File: src/design/cblit_pkg.sv
// ----------------------------------------------------------------------------
// cblit_pkg
// Shared codes and types of the clipped blit address generator.
// ----------------------------------------------------------------------------
package cblit_pkg;

  // Raster dimension and linear index widths
  localparam int unsigned DimW = 11;
  localparam int unsigned IdxW = 20;

  // Configuration register indexes
  localparam logic [1:0] RegDestWidth  = 2'd0;
  localparam logic [1:0] RegDestHeight = 2'd1;
  localparam logic [1:0] RegSrcWidth   = 2'd2;
  localparam logic [1:0] RegSrcHeight  = 2'd3;

  // Input item kinds
  localparam logic ActStart = 1'b0;
  localparam logic ActNext  = 1'b1;

  // One result item
  typedef struct packed {
    logic [IdxW-1:0] dest_index;
    logic [IdxW-1:0] src_index;
    logic            pair_valid;
    logic            last_pair;
    logic            empty_overlap;
  } result_t;

endpackage

File: src/design/clipped_blit_address_generator.sv
// ----------------------------------------------------------------------------
// clipped_blit_address_generator
// Clips a source raster placed at a signed offset to the destination and
// streams the paired destination/source linear indices in raster order.
// ----------------------------------------------------------------------------
// Usage:
//   cfg channel   : writes dest_width, dest_height, src_width, src_height
//                   (index 0..3). Always ready; write only while idle.
//   s_axis        : one transfer per item. tuser = action (0 start, 1 next),
//                   tdata = {y_offset, x_offset}, x_offset in the low bits.
//   m_axis        : exactly one transfer per accepted item. tdata holds
//                   {src_index, dest_index}, tuser holds {empty_overlap,
//                   pair_valid}, tlast marks the final pair of a blit.
// Output: result is registered, valid in the cycle after the input transfer.
// Throughput: one item per clock unless stalled. Start clipping, both start-index
// multiplies and the per-pair step all resolve combinationally between the input
// handshake and the result register, so a next item may directly follow a start.
// Stall: the result register holds while m_axis_tready is low; s_axis_tready
// drops only while a result is held and the receiver is not taking it.
// Reset: registers return to 1x1 rasters, the generator goes idle and the
// output register empties. A next item while idle yields an all-zero result.
// ----------------------------------------------------------------------------
module clipped_blit_address_generator (
  input  logic        clk_i,
  input  logic        rst_ni,
  // configuration write channel
  input  logic        cfg_valid_i,
  output logic        cfg_ready_o,
  input  logic [1:0]  cfg_index_i,
  input  logic [10:0] cfg_data_i,
  // input stream
  input  logic        s_axis_tvalid_i,
  output logic        s_axis_tready_o,
  input  logic [23:0] s_axis_tdata_i,   // [11:0] x_offset, [23:12] y_offset
  input  logic        s_axis_tuser_i,   // [0] action
  // result stream
  output logic        m_axis_tvalid_o,
  input  logic        m_axis_tready_i,
  output logic [39:0] m_axis_tdata_o,   // [19:0] dest_index, [39:20] src_index
  output logic [1:0]  m_axis_tuser_o,   // [0] pair_valid, [1] empty_overlap
  output logic        m_axis_tlast_o    // last_pair
);

  localparam int unsigned DimW = cblit_pkg::DimW;
  localparam int unsigned IdxW = cblit_pkg::IdxW;

  // configuration registers
  logic [DimW-1:0] dest_width_q, dest_height_q, src_width_q, src_height_q;

  // walk state
  logic [IdxW-1:0] dest_pos_q, dest_pos_d, src_pos_q, src_pos_d;
  logic [DimW-1:0] dest_skip_q, dest_skip_d, src_skip_q, src_skip_d;
  logic [DimW-1:0] run_width_q, run_width_d, col_cnt_q, col_cnt_d;
  logic [DimW-1:0] rows_left_q, rows_left_d;
  logic            busy_q, busy_d;

  // result register
  logic                result_valid_q;
  cblit_pkg::result_t  result_q, result_d;

  logic in_xfer;

  assign cfg_ready_o     = 1'b1;
  assign s_axis_tready_o = !result_valid_q || m_axis_tready_i;
  assign in_xfer         = s_axis_tvalid_i && s_axis_tready_o;

  // --- start: clip the left, top, right and bottom edges ---
  logic signed [13:0] xo, yo, x_end, y_end, x1, y1, x0, y0, w, h;
  logic signed [13:0] dw, dh, sw, sh;
  logic [11:0]        src_col, src_row;
  logic [21:0]        dest_prod;
  logic [22:0]        src_prod;
  logic               empty;

  always_comb begin
    xo = {{2{s_axis_tdata_i[11]}}, s_axis_tdata_i[11:0]};
    yo = {{2{s_axis_tdata_i[23]}}, s_axis_tdata_i[23:12]};
    dw = signed'({3'b000, dest_width_q});
    dh = signed'({3'b000, dest_height_q});
    sw = signed'({3'b000, src_width_q});
    sh = signed'({3'b000, src_height_q});
    x0 = (xo > 14'sd0) ? xo : 14'sd0;
    y0 = (yo > 14'sd0) ? yo : 14'sd0;
    x_end = xo + sw;
    y_end = yo + sh;
    x1 = (x_end < dw) ? x_end : dw;
    y1 = (y_end < dh) ? y_end : dh;
    w  = x1 - x0;
    h  = y1 - y0;
    empty = (w <= 14'sd0) || (h <= 14'sd0);
    // source column/row of the clipped corner, never negative
    src_col = 12'(x0 - xo);
    src_row = 12'(y0 - yo);
    dest_prod = 22'(y0[DimW-1:0]) * 22'(dest_width_q);
    src_prod  = 23'(src_row) * 23'(src_width_q);
  end

  // --- next: step one pair ---
  logic [DimW-1:0] col_inc, rows_dec;
  logic            row_end;

  always_comb begin
    col_inc  = col_cnt_q + DimW'(1);
    row_end  = (col_inc >= run_width_q);
    rows_dec = rows_left_q - DimW'(1);
  end

  always_comb begin
    dest_pos_d  = dest_pos_q;
    src_pos_d   = src_pos_q;
    dest_skip_d = dest_skip_q;
    src_skip_d  = src_skip_q;
    run_width_d = run_width_q;
    col_cnt_d   = col_cnt_q;
    rows_left_d = rows_left_q;
    busy_d      = busy_q;
    result_d    = '0;
    if (s_axis_tuser_i == cblit_pkg::ActStart) begin
      col_cnt_d = '0;
      if (empty) begin
        busy_d      = 1'b0;
        rows_left_d = '0;
        run_width_d = '0;
        dest_pos_d  = '0;
        src_pos_d   = '0;
        dest_skip_d = '0;
        src_skip_d  = '0;
        result_d.empty_overlap = 1'b1;
      end else begin
        busy_d      = 1'b1;
        run_width_d = w[DimW-1:0];
        rows_left_d = h[DimW-1:0];
        dest_pos_d  = dest_prod[IdxW-1:0] + IdxW'(x0[DimW-1:0]);
        src_pos_d   = src_prod[IdxW-1:0] + IdxW'(src_col);
        dest_skip_d = dest_width_q - w[DimW-1:0];
        src_skip_d  = src_width_q - w[DimW-1:0];
      end
    end else if (busy_q) begin
      result_d.dest_index = dest_pos_q;
      result_d.src_index  = src_pos_q;
      result_d.pair_valid = 1'b1;
      if (row_end) begin
        col_cnt_d   = '0;
        dest_pos_d  = dest_pos_q + IdxW'(1) + IdxW'(dest_skip_q);
        src_pos_d   = src_pos_q + IdxW'(1) + IdxW'(src_skip_q);
        rows_left_d = rows_dec;
        if (rows_dec == '0) begin
          busy_d             = 1'b0;
          result_d.last_pair = 1'b1;
        end
      end else begin
        col_cnt_d  = col_inc;
        dest_pos_d = dest_pos_q + IdxW'(1);
        src_pos_d  = src_pos_q + IdxW'(1);
      end
    end
  end

  // configuration registers
  always_ff @(posedge clk_i or negedge rst_ni) begin
    if (!rst_ni) begin
      dest_width_q  <= DimW'(1);
      dest_height_q <= DimW'(1);
      src_width_q   <= DimW'(1);
      src_height_q  <= DimW'(1);
    end else if (cfg_valid_i && cfg_ready_o) begin
      unique case (cfg_index_i)
        cblit_pkg::RegDestWidth:  dest_width_q  <= cfg_data_i;
        cblit_pkg::RegDestHeight: dest_height_q <= cfg_data_i;
        cblit_pkg::RegSrcWidth:   src_width_q   <= cfg_data_i;
        cblit_pkg::RegSrcHeight:  src_height_q  <= cfg_data_i;
        default: ;
      endcase
    end
  end

  // walk state and result valid
  always_ff @(posedge clk_i or negedge rst_ni) begin
    if (!rst_ni) begin
      dest_pos_q     <= '0;
      src_pos_q      <= '0;
      dest_skip_q    <= '0;
      src_skip_q     <= '0;
      run_width_q    <= '0;
      col_cnt_q      <= '0;
      rows_left_q    <= '0;
      busy_q         <= 1'b0;
      result_valid_q <= 1'b0;
    end else begin
      if (in_xfer) begin
        dest_pos_q  <= dest_pos_d;
        src_pos_q   <= src_pos_d;
        dest_skip_q <= dest_skip_d;
        src_skip_q  <= src_skip_d;
        run_width_q <= run_width_d;
        col_cnt_q   <= col_cnt_d;
        rows_left_q <= rows_left_d;
        busy_q      <= busy_d;
      end
      if (in_xfer) begin
        result_valid_q <= 1'b1;
      end else if (m_axis_tready_i) begin
        result_valid_q <= 1'b0;
      end
    end
  end

  // result payload, no reset
  always_ff @(posedge clk_i) begin
    if (in_xfer) begin
      result_q <= result_d;
    end
  end

  assign m_axis_tvalid_o = result_valid_q;
  assign m_axis_tdata_o  = {result_q.src_index, result_q.dest_index};
  assign m_axis_tuser_o  = {result_q.empty_overlap, result_q.pair_valid};
  assign m_axis_tlast_o  = result_q.last_pair;

endmodule
File: config.mk
export PLATFORM = sky130hd
export DESIGN_NAME = clipped_blit_address_generator
export DESIGN_NICKNAME = d
export VERILOG_FILES = /design/src/design/cblit_pkg.sv /design/src/design/clipped_blit_address_generator.sv
export SDC_FILE = /design/constraint.sdc
export NUM_CORES = 1
export LEC_CHECK = 0
export BUFFER_PORTS_ARGS = -buffer_cell sky130_fd_sc_hd__buf_2
export CAP_MARGIN = 20
export CELL_PAD_IN_SITES_DETAIL_PLACEMENT = 1
export CELL_PAD_IN_SITES_GLOBAL_PLACEMENT = 1
export CORE_MARGIN = 4
export CORE_UTILIZATION = 49
export DETAILED_ROUTE_END_ITERATION = 6
export GPL_TIMING_DRIVEN = 0
export HOLD_SLACK_MARGIN = 0.06
export PLACE_DENSITY_LB_ADDON = 0.05
export SETUP_SLACK_MARGIN = 0.3
export SLEW_MARGIN = 20
export SYNTH_ARGS = -nofsm -noshare
export SYNTH_HDL_FRONTEND = slang
export SYNTH_SLANG_ARGS = --single-unit
export TNS_END_PERCENT = 50
File: constraint.sdc
create_clock -name clk_i -period 14.03 [get_ports clk_i]
set_input_delay 0.7015 -clock clk_i [delete_from_list [all_inputs] [get_ports clk_i]]
set_output_delay 0.7015 -clock clk_i [all_outputs]
set_load 0.05 [all_outputs]
==> impl_metrics.ini <==
[run_status]
outcome = complete, no violations

[clock_tree]
cts-root-buf = clkbuf_16
cts_htree_levels = 4
cts_tree = yes
clockBufferDepth = 2
postCtsSetupBuffers = 0
cts.sinks = 184
clk_latency_ns = 0.49
cts-resized-gates = 0
cts.reportedPaths.clkPinSlew_ns = 0.08
cts_made_buffers = 17
cts_hold_buffers = 0

[logic_synthesis]
synthCells = 2627
yosysWarnings = 0
synth-edff-count = 43
avgSynthCellArea_sq_um = 8.74
ys_ff_latch = 184
ys_seq_area_frac = 0.210
synth_area_sq_um = 22900
synthArstFlopShare = 0.766
synth_cell_type_count = 88
ys.flop_type = dfrtp_1

[route]
drt_iter0_drc = 1109
drc = 0
routed_wl_um = 76300
vias = 19900
wire_per_inst_um = 22.7
firstDrtPassIters = 5
via_per_inst = 5.93
ant_nets = 0

[sta]
min_period_ns = 8.97
hold_ws_ns = 0.191
finalMaxSlewViolations = 0
hold_viol = 0
slew_headroom = 0.238
tightest_slew_ns = 1.14
rsz0062_at_grt = false
setup_tns_ns = 0
period_share = 0.639
setup_viol = 0
fmax_ghz = 0.112
clock_skew_ns = 0.0112

[worst_setup_path]
critPathSlowestCell = xnor2_1
worstSetupPathType = register to register
required_ns = 14.36
start_kind = register
critPathMaxFanout = 10
cp.arrival_ns = 9.30
critPathCaptureType = register
critPathMaxStageDelay_ns = 0.60

[floorplan]
core_area_sq_um = 46500
fp.dieH_um = 224
die_area_sq_um = 50400
ios = 89
die_w_um = 224
initial_utilization = 0.494
rows = 79

[power_and_ir_drop]
irDropWorstVdd_mv = 0.250
leakage_uw = 0.0116
p_per_area_nw_per_um2 = 241

[grt]
grt_max_degree = 79
grt_pass1_vias = 21400
globalRouteOverflowTotal = 0
grt_pass1_wl_um = 121000
grt.total_usage = 0.307
antenna_found_initial = 5

[placed_design]
dpl.hpwl_um = 62500
gp_congestion = 0.951
numPortBuffers = 86

[cells_and_area]
layout-drive-gt1-share = 0.0803
syn2layout_area_growth_pct = 8.17
multiInputGateArea_sq_um = 16500
nets = 3206
n_fill_cell = 5572
seq_area_sq_um = 4820

[run]
maxCapViolCount = 0

[hold_path]
hp-class = primary input to asynchronous set/reset pin
-- worst paths after layout --
kind	from	endpoint	slack, ns	depth (start not counted)
hold reg to reg	run_width_q[2]	run_width_q[2]	0.49	2
max in group asynchronous	rst_ni	rows_left_q[8]	13.00	2
min in group clk_i	s_axis_tvalid_i	m_axis_tvalid_o	0.41	2
setup / recovery	src_width_q[1]	dest_pos_q[19]	5.06	30
setup reg to reg	src_width_q[1]	dest_pos_q[19]	5.06	30
hold / removal	rst_ni	src_pos_q[15]	0.19	1
-- flip-flops by register name (all words and copies together) (netlist names), 11 cells and up --
name            count
run_width_q        11
src_height_q       11
src_pos_q          20
src_skip_q         11
m_axis_tdata_o     40
dest_width_q       11
dest_pos_q         20
dest_skip_q        11
rows_left_q        11
src_width_q        11
dest_height_q      11
col_cnt_q          11
-- critical path, delay by kind of cell, from the launching register on --
| family | cells | cell delay [ns] |
|---|---|---|
| AOI/OAI and AO/OA | 12 | 2.54 |
| adders and majority gates | 5 | 1.85 |
| buffers and inverters | 6 | 1.80 |
| and+or+nand+nor | 5 | 1.17 |
| xor gates and xnor gates | 1 | 0.60 |
| DFF | 1 | 0.56 |
| muxes | 1 | 0.27 |
-- power by group --
part           switching (uW)  total [uW]  internal, uW
Sequential                169         864           695
Combinational            2890        4590          1700
Clock                     261         517           256
Total                    3320        5970          2650
-- cell usage after synthesis, drive strengths merged (50+ instances only) --
library cell  instances  share of area
o21ai               121          0.026
nor3                 50          0.011
clkbuf               95          0.016
a21oi                92          0.020
nor2                162          0.027
fa                  197           0.17
inv                 316          0.052
and3                 85          0.023
xor2                 59          0.023
mux2                 54          0.026
dfrtp               137           0.15
nand2               302          0.050
nand3                79          0.017
xnor2                94          0.036
ha                  228           0.12
and2                 63          0.017
-- layer usage --
metal / GRT usage / routed length (um)
met5: 0 / 41
met3: 0.0403 / 3970
met2: 0.518 / 36500
met4: 0.107 / 2730
met1: 0.409 / 33100
-- area by class of cell --
cell class | instances | area share
Clock buffer | 17 | 0.0171
Sequential cell | 184 | 0.194
Inverter | 320 | 0.0484
Timing Repair Buffer | 88 | 0.0197
Multi-Input combinational cell | 2015 | 0.665
Antenna cell | 2 | 0.000202
Buffer | 112 | 0.0179
Clock inverter | 15 | 0.00716
Tap cell | 607 | 0.0306
-- per-stage QoR --
step / instance area [sq um] / total power (uW) / std cells / util / setup slack, ns
final: 24800 / 5970 / 3360 / 0.534 / 5.06
after global routing: 24800 / 6520 / 3358 / 0.534 / 4.58
after CTS: 24800 / 5940 / 3358 / 0.534 / 5.14
after detailed placement: 24200 / 5380 / 3326 / 0.521 / 4.94
after global placement: 24200 / 5180 / 3324 / 0.520 / 5.05
after floorplan: 23000 / 3950 / 2631 / - / 7.00
-- cell families after synthesis --
group | after synthesis | share of synthesized area
adders and majority gates | 426 | 0.297
muxes | 74 | 0.0352
xor gates and xnor gates | 154 | 0.0594
DFF | 184 | 0.210
buffers and inverters | 432 | 0.0718
and+or+nand+nor | 882 | 0.188
AOI/OAI and AO/OA | 474 | 0.139
other | 1 | 0.000163
-- placed cells by master, fill, tap and decap left out, types with 12 or more instances in the layout --
cell / n
nor3_1: 49
a31oi_1: 20
a21boi_0: 14
o31ai_1: 34
clkbuf_1: 94
and3_1: 85
inv_1: 315
fa_1: 197
o21ai_0: 119
clkbuf_16: 17
dfrtp_1: 137
a211oi_1: 18
nand2_1: 301
nand3_1: 79
xnor2_1: 94
edfxtp_1: 43
a21oi_1: 92
a22o_1: 13
and2_1: 62
or3_1: 12
xor2_1: 59
nand2b_1: 32
nor2b_1: 24
a21o_1: 26
o21a_1: 17
nor2_1: 161
mux2_2: 54
buf_2: 95
o211ai_1: 19
mux2i_1: 20
ha_1: 228
Power figures use the tool's default switching activity.
